File: src/rtl/mer_pkg.sv
`default_nettype none

package mer_pkg;

    // Width of one box corner coordinate.
    localparam int COORD_BITS = 13;

    // Derived widths of the datapath.
    localparam int RAD_W   = COORD_BITS - 1;        // one radius
    localparam int RSQ_W   = 2 * RAD_W;             // a squared radius
    localparam int OUT_W   = COORD_BITS + 1;        // a result coordinate
    localparam int SLOPE_W = 3 * COORD_BITS + 1;    // slope terms, signed
    localparam int MUL_W   = 2 * COORD_BITS + 2;    // one multiplier operand
    localparam int DEC_W   = 2 * MUL_W;             // decision term, signed

    // Stream word widths, padded to whole bytes.
    localparam int S_DATA_W = ((4 * COORD_BITS + 1 + 7) / 8) * 8;
    localparam int M_DATA_W = ((3 * OUT_W + 1 + 7) / 8) * 8;

    // Command codes carried in the input tuser.
    localparam logic CMD_START = 1'b0;
    localparam logic CMD_STEP  = 1'b1;

endpackage

`default_nettype wire

File: src/rtl/midpoint_ellipse_rasterizer.sv
`default_nettype none

// Midpoint ellipse rasterizer. A start word (tuser = 0) carries a bounding box and
// an outline-or-fill flag; it sets up the radii, the centre and the decision terms
// and gives no result. Each step word (tuser = 1) runs one iteration of the
// two-region midpoint method and gives up to four mirrored points (outline) or up
// to two horizontal spans (fill); tlast marks the last word of a step, and the
// finished bit is set on every word of the step that completes the ellipse. A step
// with no ellipse active gives one empty word (tuser = 1). Items are taken one at
// a time: s_tready is high only while the sequencer is idle. All squares and
// products go through a single registered multiplier, one product per cycle. A
// start squares the radii and forms the slope and decision terms, then also runs
// the region change when the box is degenerate enough to enter region two at once.
// A step updates the walk and tests it, runs the region change at the single step
// that changes region, then gives its 1 to 4 result words as the output accepts them.
module midpoint_ellipse_rasterizer
    import mer_pkg::*;
(
    input  wire                 i_clk,
    input  wire                 i_rst_n,
    // Input stream.
    input  wire                 s_tvalid,
    output logic                s_tready,
    // tdata, low bit up: corner_ax, corner_ay, corner_bx, corner_by, solid, zero pad.
    input  wire  [S_DATA_W-1:0] s_tdata,
    // tuser: command.
    input  wire  [0:0]          s_tuser,
    // Output stream.
    output logic                m_tvalid,
    input  wire                 m_tready,
    // tdata, low bit up: span_left, span_right, row, finished, zero pad.
    output logic [M_DATA_W-1:0] m_tdata,
    // tuser: empty_res.
    output logic [0:0]          m_tuser,
    output logic                m_tlast
);

    localparam int C = COORD_BITS;

    typedef enum logic [3:0] {
        S_IDLE,
        S_SQ_RX,
        S_SQ_RY,
        S_MUL_SDY,
        S_MUL_RR,
        S_START_FIN,
        S_UPD_A,
        S_UPD_B,
        S_SETTLE,
        S_RC_SQX,
        S_RC_A,
        S_RC_SQY,
        S_RC_B,
        S_RC_FIN,
        S_EMIT
    } t_state;

    t_state r_state;

    // Ellipse state.
    logic signed [C-1:0]       r_cx, r_cy;
    logic [RAD_W-1:0]          r_rx, r_ry;
    logic [RSQ_W-1:0]          r_rx2, r_ry2;
    logic [2*RSQ_W-1:0]        r_rxry;
    logic [C-1:0]              r_wx;
    logic signed [C-1:0]       r_wy;
    logic signed [SLOPE_W-1:0] r_sdx, r_sdy;
    logic signed [DEC_W-1:0]   r_dec;
    logic                      r_reg2, r_active, r_fill;
    logic [DEC_W-1:0]          r_prod;

    // Per-step emit state.
    logic [C-1:0]              r_ex;
    logic signed [C-1:0]       r_ey;
    logic [3:0]                r_mask;
    logic                      r_empty, r_done, r_is_start;

    // Output register.
    logic                      r_m_valid;
    logic [OUT_W-1:0]          r_m_left, r_m_right, r_m_row;
    logic                      r_m_empty, r_m_last, r_m_fin;

    logic                      in_accept;
    logic signed [C-1:0]       in_ax, in_ay, in_bx, in_by;
    logic                      in_solid;

    // Input word unpacking.
    assign in_ax     = s_tdata[C-1:0];
    assign in_ay     = s_tdata[2*C-1:C];
    assign in_bx     = s_tdata[3*C-1:2*C];
    assign in_by     = s_tdata[4*C-1:3*C];
    assign in_solid  = s_tdata[4*C];
    assign s_tready  = (r_state == S_IDLE);
    assign in_accept = s_tvalid && s_tready;

    // Centre and radius of the box; every halving truncates toward zero.
    logic signed [C:0] sum_x, sum_y, rnd_x, rnd_y, half_x, half_y;
    logic signed [C:0] dif_x, dif_y, abs_x, abs_y;

    assign sum_x  = {in_ax[C-1], in_ax} + {in_bx[C-1], in_bx};
    assign sum_y  = {in_ay[C-1], in_ay} + {in_by[C-1], in_by};
    assign rnd_x  = sum_x + {{C{1'b0}}, sum_x[C]};
    assign rnd_y  = sum_y + {{C{1'b0}}, sum_y[C]};
    assign half_x = rnd_x >>> 1;
    assign half_y = rnd_y >>> 1;
    assign dif_x  = {in_ax[C-1], in_ax} - {in_bx[C-1], in_bx};
    assign dif_y  = {in_ay[C-1], in_ay} - {in_by[C-1], in_by};
    assign abs_x  = dif_x[C] ? -dif_x : dif_x;
    assign abs_y  = dif_y[C] ? -dif_y : dif_y;

    // Shared multiplier with operand selection by sequencer state.
    logic [MUL_W-1:0]   mul_a, mul_b;
    logic [DEC_W-1:0]   mul_p;
    logic signed [C:0]  ym1, abs_ym1;

    assign ym1     = {r_wy[C-1], r_wy} - 1'b1;
    assign abs_ym1 = ym1[C] ? -ym1 : ym1;

    always_comb begin
        unique case (r_state)
            S_SQ_RX: begin
                mul_a = MUL_W'(r_rx);
                mul_b = MUL_W'(r_rx);
            end
            S_SQ_RY: begin
                mul_a = MUL_W'(r_ry);
                mul_b = MUL_W'(r_ry);
            end
            S_MUL_SDY: begin
                mul_a = MUL_W'(r_rx2);
                mul_b = MUL_W'(r_ry);
            end
            S_MUL_RR: begin
                mul_a = MUL_W'(r_rx2);
                mul_b = MUL_W'(r_ry2);
            end
            S_RC_SQX: begin
                mul_a = MUL_W'({r_wx, 1'b1});
                mul_b = MUL_W'({r_wx, 1'b1});
            end
            S_RC_A: begin
                mul_a = MUL_W'(r_ry2);
                mul_b = r_prod[MUL_W-1:0];
            end
            S_RC_SQY: begin
                mul_a = MUL_W'(abs_ym1[C-1:0]);
                mul_b = MUL_W'(abs_ym1[C-1:0]);
            end
            S_RC_B: begin
                mul_a = MUL_W'(r_rx2);
                mul_b = r_prod[MUL_W-1:0];
            end
            default: begin
                mul_a = '0;
                mul_b = '0;
            end
        endcase
    end

    assign mul_p = mul_a * mul_b;

    // Step update terms: slope increments and the decision increment.
    logic                      dec_neg, dec_pos, use_sdx, use_sdy, slope_lt;
    logic [SLOPE_W-1:0]        two_rx2, two_ry2;
    logic [SLOPE_W+1:0]        sdx_e, sdy_e, rsq_e, upd_term;
    logic [DEC_W-1:0]          dec_add;
    logic [RSQ_W+RAD_W-1:0]    p_sdy;

    assign dec_neg  = r_dec[DEC_W-1];
    assign dec_pos  = !dec_neg && (r_dec != '0);
    assign two_rx2  = SLOPE_W'({r_rx2, 1'b0});
    assign two_ry2  = SLOPE_W'({r_ry2, 1'b0});
    assign use_sdx  = !r_reg2 || !dec_pos;
    assign use_sdy  = r_reg2 || !dec_neg;
    assign sdx_e    = use_sdx ? {{2{r_sdx[SLOPE_W-1]}}, r_sdx} : '0;
    assign sdy_e    = use_sdy ? {{2{r_sdy[SLOPE_W-1]}}, r_sdy} : '0;
    assign rsq_e    = (SLOPE_W+2)'(r_reg2 ? r_rx2 : r_ry2);
    assign upd_term = sdx_e - sdy_e + rsq_e;
    assign dec_add  = {{(DEC_W-SLOPE_W-4){upd_term[SLOPE_W+1]}}, upd_term, 2'b00};
    assign slope_lt = (r_sdx < r_sdy);
    assign p_sdy    = r_prod[RSQ_W+RAD_W-1:0];

    // Mirror coordinates of the visited point.
    logic [OUT_W-1:0] px, nx, py, ny;

    assign px = OUT_W'({r_cx[C-1], r_cx[C-1], r_cx} + {2'b00, r_ex});
    assign nx = OUT_W'({r_cx[C-1], r_cx[C-1], r_cx} - {2'b00, r_ex});
    assign py = OUT_W'({r_cy[C-1], r_cy[C-1], r_cy} + {r_ey[C-1], r_ey[C-1], r_ey});
    assign ny = OUT_W'({r_cy[C-1], r_cy[C-1], r_cy} - {r_ey[C-1], r_ey[C-1], r_ey});

    // Pick the next pending result and build its fields.
    logic [1:0]       emit_k;
    logic [3:0]       emit_rest;
    logic [OUT_W-1:0] emit_left, emit_right, emit_row;
    logic             emit_load;

    always_comb begin
        priority if (r_mask[0]) begin
            emit_k = 2'd0;
        end else if (r_mask[1]) begin
            emit_k = 2'd1;
        end else if (r_mask[2]) begin
            emit_k = 2'd2;
        end else begin
            emit_k = 2'd3;
        end
        emit_rest = r_mask & ~(4'b0001 << emit_k);

        priority if (r_empty) begin
            emit_left  = '0;
            emit_right = '0;
            emit_row   = '0;
        end else if (r_fill) begin
            emit_left  = nx;
            emit_right = px;
            emit_row   = (emit_k == 2'd0) ? py : ny;
        end else begin
            emit_left  = (emit_k[0] == 1'b0) ? px : nx;
            emit_right = emit_left;
            emit_row   = (emit_k[1] == 1'b0) ? py : ny;
        end
    end

    assign emit_load = (r_state == S_EMIT) && (!r_m_valid || m_tready);

    // Sequencer, ellipse state and output register.
    always_ff @(posedge i_clk) begin
        if (!i_rst_n) begin
            r_state   <= S_IDLE;
            r_active  <= 1'b0;
            r_reg2    <= 1'b0;
            r_fill    <= 1'b0;
            r_m_valid <= 1'b0;
        end else begin
            r_prod <= mul_p;

            if (emit_load) begin
                r_m_valid <= 1'b1;
            end else if (m_tready) begin
                r_m_valid <= 1'b0;
            end

            unique case (r_state)
                S_IDLE: begin
                    if (in_accept) begin
                        if (s_tuser[0] == CMD_START) begin
                            r_cx       <= half_x[C-1:0];
                            r_cy       <= half_y[C-1:0];
                            r_rx       <= abs_x[C-1:1];
                            r_ry       <= abs_y[C-1:1];
                            r_fill     <= in_solid;
                            r_wx       <= '0;
                            r_wy       <= C'(abs_y[C-1:1]);
                            r_sdx      <= '0;
                            r_reg2     <= 1'b0;
                            r_active   <= 1'b1;
                            r_is_start <= 1'b1;
                            r_state    <= S_SQ_RX;
                        end else if (!r_active) begin
                            r_mask  <= 4'b0001;
                            r_empty <= 1'b1;
                            r_done  <= 1'b0;
                            r_state <= S_EMIT;
                        end else begin
                            r_ex       <= r_wx;
                            r_ey       <= r_wy;
                            r_empty    <= 1'b0;
                            r_is_start <= 1'b0;
                            if (r_fill) begin
                                r_mask <= {2'b00, r_wy != '0, 1'b1};
                            end else begin
                                r_mask <= {r_wy != '0, r_wy != '0, r_wx != '0, 1'b1};
                            end
                            r_state <= S_UPD_A;
                        end
                    end
                end

                S_SQ_RX: begin
                    r_state <= S_SQ_RY;
                end

                S_SQ_RY: begin
                    r_rx2   <= r_prod[RSQ_W-1:0];
                    r_state <= S_MUL_SDY;
                end

                S_MUL_SDY: begin
                    r_ry2   <= r_prod[RSQ_W-1:0];
                    r_state <= S_MUL_RR;
                end

                // Initial slope and decision from rx^2 * ry.
                S_MUL_RR: begin
                    r_sdy   <= SLOPE_W'({p_sdy, 1'b0});
                    r_dec   <= DEC_W'({r_ry2, 2'b00}) - DEC_W'({p_sdy, 2'b00})
                               + DEC_W'(r_rx2);
                    r_state <= S_START_FIN;
                end

                S_START_FIN: begin
                    r_rxry  <= r_prod[2*RSQ_W-1:0];
                    r_state <= S_SETTLE;
                end

                // Walk position and slopes move first.
                S_UPD_A: begin
                    if (!r_reg2) begin
                        r_wx  <= r_wx + 1'b1;
                        r_sdx <= r_sdx + two_ry2;
                        if (!dec_neg) begin
                            r_wy  <= r_wy - 1'b1;
                            r_sdy <= r_sdy - two_rx2;
                        end
                    end else begin
                        r_wy  <= r_wy - 1'b1;
                        r_sdy <= r_sdy - two_rx2;
                        if (!dec_pos) begin
                            r_wx  <= r_wx + 1'b1;
                            r_sdx <= r_sdx + two_ry2;
                        end
                    end
                    r_state <= S_UPD_B;
                end

                // Decision moves with the updated slopes.
                S_UPD_B: begin
                    r_dec   <= r_dec + dec_add;
                    r_state <= S_SETTLE;
                end

                // Region change test, then end test.
                S_SETTLE: begin
                    if (!r_reg2 && !slope_lt) begin
                        r_state <= S_RC_SQX;
                    end else begin
                        if (r_reg2 && r_wy[C-1]) begin
                            r_active <= 1'b0;
                            r_done   <= 1'b1;
                        end else begin
                            r_done <= 1'b0;
                        end
                        r_state <= r_is_start ? S_IDLE : S_EMIT;
                    end
                end

                S_RC_SQX: begin
                    r_state <= S_RC_A;
                end

                S_RC_A: begin
                    r_state <= S_RC_SQY;
                end

                // Hold ry^2 * (2x+1)^2 while (y-1)^2 is formed.
                S_RC_SQY: begin
                    r_dec   <= r_prod;
                    r_state <= S_RC_B;
                end

                S_RC_B: begin
                    r_state <= S_RC_FIN;
                end

                // Region two starts here; y is never negative at this point.
                S_RC_FIN: begin
                    r_dec   <= r_dec + DEC_W'({r_prod, 2'b00}) - DEC_W'({r_rxry, 2'b00});
                    r_reg2  <= 1'b1;
                    r_done  <= 1'b0;
                    r_state <= r_is_start ? S_IDLE : S_EMIT;
                end

                S_EMIT: begin
                    if (emit_load) begin
                        r_m_left  <= emit_left;
                        r_m_right <= emit_right;
                        r_m_row   <= emit_row;
                        r_m_empty <= r_empty;
                        r_m_last  <= (emit_rest == 4'b0000);
                        r_m_fin   <= r_done && !r_empty;
                        r_mask    <= emit_rest;
                        if (emit_rest == 4'b0000) begin
                            r_state <= S_IDLE;
                        end
                    end
                end

                default: begin
                    r_state <= S_IDLE;
                end
            endcase
        end
    end

    // Output word packing.
    assign m_tvalid = r_m_valid;
    assign m_tdata  = M_DATA_W'({r_m_fin, r_m_row, r_m_right, r_m_left});
    assign m_tuser  = r_m_empty;
    assign m_tlast  = r_m_last;

`ifndef NO_ASSERTIONS
    // An empty word is always the whole step and never finishes an ellipse.
    a_empty_last: assert property (@(posedge i_clk) disable iff (!i_rst_n)
        m_tvalid && m_tuser[0] |-> m_tlast && !m_tdata[3*OUT_W])
        else $error("empty word without tlast or with finished set");

    // The emitter never runs with nothing left to send.
    a_emit_mask: assert property (@(posedge i_clk) disable iff (!i_rst_n)
        (r_state == S_EMIT) |-> (r_mask != 4'b0000))
        else $error("emit state with no pending result");

    // The region change is done once per ellipse.
    a_rc_once: assert property (@(posedge i_clk) disable iff (!i_rst_n)
        (r_state == S_RC_FIN) |-> !r_reg2)
        else $error("region change while already in region two");

    // Empty results are made only with no ellipse active.
    a_empty_idle: assert property (@(posedge i_clk) disable iff (!i_rst_n)
        (r_state == S_EMIT) && r_empty |-> !r_active)
        else $error("empty result while an ellipse is active");
`endif

endmodule

`default_nettype wire

File: config.mk
export PLATFORM = sky130hd
export DESIGN_NAME = midpoint_ellipse_rasterizer
export DESIGN_NICKNAME = d
export VERILOG_FILES = /design/src/rtl/mer_pkg.sv /design/src/rtl/midpoint_ellipse_rasterizer.sv
export SDC_FILE = /design/constraint.sdc
export NUM_CORES = 2
export LEC_CHECK = 0
export ABC_AREA = 0
export BUFFER_PORTS_ARGS = -buffer_cell sky130_fd_sc_hd__buf_4
export CELL_PAD_IN_SITES_DETAIL_PLACEMENT = 1
export CELL_PAD_IN_SITES_GLOBAL_PLACEMENT = 1
export CORE_MARGIN = 5
export CORE_UTILIZATION = 30
export DETAILED_ROUTE_END_ITERATION = 6
export GPL_TIMING_DRIVEN = 0
export PLACE_DENSITY = 0.54
export SYNTH_ARGS = -nofsm -noshare
export SYNTH_HDL_FRONTEND = slang
export SYNTH_SLANG_ARGS = --single-unit
File: constraint.sdc
create_clock -name i_clk -period 10.1 [get_ports i_clk]
set_input_delay 0.505 -clock i_clk [delete_from_list [all_inputs] [get_ports i_clk]]
set_output_delay 0.505 -clock i_clk [all_outputs]
set_load 0.1 [all_outputs]
# Word level (Yosys, flattened, before mapping)
# Cells that the tools add are included.
[totals]
input_bits = 61
out_inout_bits = 52
rom_bits = 0
mem_count = 0
word_cells = 205
latchBits = 0
reg_bits = 450
ram_bits = 0
[op_classes]
n_div = 0
n_lt_le_gt_ge = 1
n_reduce_logical = 51
bitwise = 3
muxes = 68
add_sub_neg = 25
multipliers = 1
shifts = 1
eq_ne = 25
[op_table]
columns = ["op", "count"]
rows = [
  ["40-bit 2-to-1 mux", 6],
  ["56-bit case mux with 4 select lines", 1],
  ["28-bit case mux with 6 select lines", 1],
  ["40-bit case mux with 2 select lines", 2],
  ["24-bit case mux with 6 select lines", 1],
  ["13-bit 2-to-1 mux", 11],
  ["56-bit adder", 2],
  ["14-bit 2-to-1 mux", 6],
  ["42-bit 2-to-1 mux", 2],
  ["28-bit by 28-bit multiplier with 56-bit output", 1],
  ["4-bit case mux with 14 select lines", 1],
  ["56-bit nonzero test", 1],
  ["56-bit by 50-bit subtractor with 56-bit output", 1],
  ["13-bit case mux with 2 select lines", 2],
  ["4-bit 2-to-1 mux", 12],
  ["13-bit by 13-bit adder with 14-bit output", 3],
  ["42-bit by 24-bit adder with 42-bit output", 1],
  ["13-bit by 13-bit subtractor with 14-bit output", 3],
  ["42-bit subtractor", 1],
  ["39-bit by 25-bit adder with 40-bit output", 1],
  ["40-bit by 25-bit adder with 40-bit output", 1],
  ["40-bit < comparator", 1],
  ["40-bit by 25-bit subtractor with 40-bit output", 1],
  ["13-bit negation", 3],
  ["other kinds (40)", 110],
]

# Logic depth before layout (Yosys ltp)
[depth]
word_depth = 10
depth_mapped = 41
ltp_nobuf = 40

# Worst setup path after synthesis
# Ideal clock, no wire load.
[synth_timing]
kind = "register -> register"
from = "register r_wy[0]"
to = "register r_prod[51], data pin"
arrival_ns = 9.425
path_buffers = 1
path_slack_ns = 0.414
required_ns = 9.839
stages_incl_launch_ff = 39
setup_time_ns = 0.261
period_less_slack_ns = 9.686
path_cell_list = "edfxtp_1 inv_1 ha_1 nor3b_1 nand2_1 or2_1 nor2_1 xnor2_1 nor3b_1 and3_1 a31oi_1 xor2_1 o21ai_1 a221o_1 clkbuf_1 nand2_1 fa_1 inv_1 [... 3 more ...] fa_1 inv_1 fa_1 fa_1 inv_1 fa_1 inv_1 ha_1 nand3_1 or3_1 o31a_1 or4_4 a311oi_2 a31o_2 nand3_1 a21oi_1 nor4b_1 a311o_1"
[synth_between]
elab_chain_cells = 5
word_cells_on_any_way = 6
cone_classes = "add/sub (2); mul (1); mux (3)"
[synth_lines]
columns = ["element", "line_no", "rtl"]
rows = [
  ["start: declaration", "midpoint_ellipse_rasterizer.sv:66", "logic signed [C-1:0] r_wy;"],
  ["start signal: assignment", "midpoint_ellipse_rasterizer.sv:253", "r_wy <= C'(abs_y[C-1:1]);"],
  ["start signal: assignment", "midpoint_ellipse_rasterizer.sv:312", "r_wy <= r_wy - 1'b1;"],
  ["start signal: assignment", "midpoint_ellipse_rasterizer.sv:316", "r_wy <= r_wy - 1'b1;"],
  ["13-bit by 2-bit subtractor with 14-bit output (*)", "midpoint_ellipse_rasterizer.sv:116", "assign ym1 = {r_wy[C-1], r_wy} - 1'b1;"],
  ["13-bit negation", "midpoint_ellipse_rasterizer.sv:117", "assign abs_ym1 = ym1[C] ? -ym1 : ym1;"],
  ["13-bit 2-to-1 mux (*)", "midpoint_ellipse_rasterizer.sv:117", ""],
  ["24-bit case mux with 6 select lines / 28-bit case mux with 6 select lines (equally long branches)", "midpoint_ellipse_rasterizer.sv:120", "unique case (r_state)"],
  ["28-bit by 28-bit multiplier with 56-bit output (*)", "midpoint_ellipse_rasterizer.sv:160", "assign mul_p = mul_a * mul_b;"],
  ["net mul_p[51]", "midpoint_ellipse_rasterizer.sv:113", "logic [DEC_W-1:0] mul_p;"],
  ["end signal: assignment", "midpoint_ellipse_rasterizer.sv:235", "r_prod <= mul_p;"],
  ["end: declaration", "midpoint_ellipse_rasterizer.sv:70", "logic [DEC_W-1:0] r_prod;"],
]
# The timed path passes the listed nets; every way through them passes the cells marked *.
# A chain may end at the register's enable or synchronous reset.

# Worst setup path after layout
# Same ends and word-level chain as after synthesis.

==> impl_results.md <==
- Core area: 206000 um^2
- CP Launch Type: flip-flop
- EDFF count, synth: 438
- Required time worst endpoint: approximately 11000 ps
- CTS Buf Count: 56
- Post-synth top area cell: edfxtp_1
- Slew Viols, Final: 0
- Drt first-iter violations: slightly below 4000
- Clock sink count: 446
- Clock root buffer: clkbuf_16
- Initial Util: 30.0%
- Clock-pin slew on the worst setup and hold paths: roughly 70 ps
- Worst-case clock buffer depth: 3
- CTS tree: done
- Synth cell types: 102
- Maximum vdd drop: 229 uV
- Worst path most repeated cell: fa_1
- FF-to-FF setup slack: -60 ps
- Hold_buf cts: 0
- Post-DP HPWL: 204000 um
- # fillers: between 20000 and 25000
- Crit path time final: 10160 ps
- Mapped cell area: ~62000 um^2
- DRT antenna net count: 0
- Detailed-route wire length per cell: 24.2 um
- Vias in the first global route: 55100
- CP max stage delay: 590 ps
- Total power draw: 20.9 mW
- Grt ovf: 0
- Fin crit share: 101%
- FF+latch count, synth: 446
- CTS H-tree lvls: 2
- Final Hold Viols: 0
- Cell count after synthesis: roughly 7000
- Avg Cell Area, Syn: 8.81 um^2
- Met2 Track Usage GR: a little over a third
- DIE AREA: 216000 um^2
- Hold Path Class: primary input to flip-flop
- Failing checks: setup timing
- DR vias: 51900
- Setup ws final: -64.0 ps
- Synth async-reset ratio: 0%
- Hold WS: 121 ps
- WL final: 243000 um
- GP Congestion: 0.899
- Final Skew: 54.1 ps
- Met3 usage: 2.27%
- Top Ports: between 100 and 150
- CP endpoint kind: flip-flop
- Top post-synthesis cells by count: inv_1 (1221), nand2_1 (753), fa_1 (657)
- Most numerous cell in the Yosys netlist: inv_1
- Syn-to-layout area delta: 13.3%
- Worst slew pin tran: approximately 1400 ps
- Slew HR: 3.50%
- Global-route wire length before repair: 360000 um
- Global route hottest layer: met2
- Warnings, synthesis: 0
- Worst-path maximum fanout: 10
- Arrival time at the worst endpoint: around 11000 ps
- Die X: 465 um
- Power Dens Cells: 298 nW/um^2
- Vias/cell: 5.17
- Row cnt: 167
- Slowest-stage cell, CP: fa_1
- Top cell type's share of synthesized area: 21.2%
- Die Height: 465 um
- Pre-antenna DRT Iters: 6
- Port Buf Inserts: between 100 and 150
- Total track usage: 22.0%
- Final setup viols: 2
- Unrepaired setup endpoints after global routing: yes
- Sequential-to-total area share from yosys stat: approximately 21%
- Ys flop type: edfxtp_1
- Share of layout cells above drive strength 1: 8.58%
- Nets: between 8000 and 9000
- Maxcap violations: 0
- Status: finished with violations
- Hold Crit Depth: 3
- DRC viols: 0
- R2R cell count: 35
- Setup Crit Path Kind: flip-flop to flip-flop
- Pleak: 31.1 nW
- Ranking of synthesized cells by area: edfxtp_1 (21%), fa_1 (21%), ha_1 (12%), inv_1 (7.4%), nand2_1 (4.6%)
- Largest net degree at the start of global routing: 64
- F_max: roughly 98 MHz
- Met1 Resource Use GR: a little under a third
- Clk Latency, worst-skew pair: 710 ps
- Initial antenna violation count: 11
==> registers in the layout, indices dropped and copies added (netlist names), 14 cells and up <==
register	flops
r_rxry	48
r_sdy	39
r_sdx	39
r_rx2	24
r_ry2	24
r_m_row	14
r_prod	55
r_dec	56
r_m_left	14
==> layout by cell type, fill, tap and decap left out, types with 14 or more instances in the layout <==
cell / count
nand3_1: 68
o21ai_0: 247
a21o_1: 169
fa_1: 648
o21bai_1: 65
edfxtp_1: 438
or3_1: 21
o21ai_1: 21
a31oi_1: 36
clkbuf_4: 15
or2_2: 19
clkbuf_1: 143
and3_1: 52
nor2_1: 571
clkbuf_2: 48
mux2i_1: 31
buf_2: 14
a211oi_1: 37
a22oi_1: 53
clkbuf_16: 60
ha_1: 585
a222oi_1: 40
xor2_1: 158
nor4_1: 30
o21a_1: 45
nor2b_1: 57
inv_1: 1208
nand2b_1: 65
nand2_1: 745
nand4_1: 48
a221oi_1: 20
o211ai_1: 24
nor3_1: 76
a21oi_1: 398
and2_1: 84
xnor2_1: 284
o31ai_1: 20
buf_4: 191
==> layout make-up <==
class	instances	area (um^2)	area share (%)
Multi-Input combinational cell	5115	44100	62.8
Sequential cell	446	13300	18.9
Inverter	1222	4590	6.53
Tap cell	2704	3380	4.81
Timing Repair Buffer	203	1700	2.41
Clock buffer	63	1480	2.10
Buffer	244	1250	1.78
Clock inverter	42	445	0.634
Antenna cell	4	10.0	0.0142
==> through the flow <==
| step | instance area (um^2) | TNS, ps | std cells | utilization [%] | setup WS (ps) |
|---|---|---|---|---|---|
| after floorplan | 62100 | 0 | 7046 | - | 414 |
| after global placement | 66200 | -56050 | 9854 | 32.1 | -2250 |
| after detailed placement | 66600 | -60160 | 9881 | 32.3 | -2390 |
| after CTS | 69800 | -158 | 10000 | 33.8 | -91.9 |
| after global routing | 70300 | -1020 | 10000 | 34.0 | -242 |
| final | 70300 | -64.2 | 10000 | 34.0 | -64.0 |
==> critical path: cells and delay by family (launching register included) <==
kind | cells | cell delay (ps)
flops | 1 | 470
buf+inv | 7 | 890
xor+xnor | 2 | 410
simple gates | 10 | 2110
compound gates | 7 | 1790
fa+ha+maj | 9 | 4180
==> power breakdown <==
part | switching [mW] | internal [mW] | total (mW)
Combinational | 9.94 | 5.61 | 15.5
Clock | 0.946 | 1.21 | 2.16
Sequential | 0.560 | 2.66 | 3.22
==> kinds of logic (layout without fill, tap and decap cells) <==
group,after synthesis,count (layout),share of synthesized area (%)
adder cells (fa/ha/maj),1260,1260,33.4
AND/OR/NAND/NOR,1961,1961,14.3
AO/OA/AOI/OAI,1403,1403,14.9
XOR/XNOR,451,451,6.37
buffers and inverters,1485,1774,9.05
flip-flops,446,446,21.5
other,1,9,0.00604
multiplexers,35,35,0.573
==> repair_timing <==
| action | CTS | global route |
|---|---|---|
| setup endpoints to repair | 47 | 31 |
| gates resized for setup | 287 | 91 |
| pin swaps | 52 | 46 |
| cloned | 0 | 0 |
| buffers inserted | 46 | 26 |
==> worst paths after layout <==
| path | start | end |
|---|---|---|
| max reg2reg | r_wy[0] | r_prod[51] |
| max | r_wy[0] | r_prod[51] |
| min | s_tdata[52] | r_fill |
| min reg2reg | r_prod[25] | r_rxry[25] |
==> per-layer routing <==
metal	vias up	share of wire [%]
met4	2	3.2
met1	26600	48
met2	1110	44
met3	255	4.9
met5	-	0.0049
li1	23900	-
(Power assumes the default switching activity.)
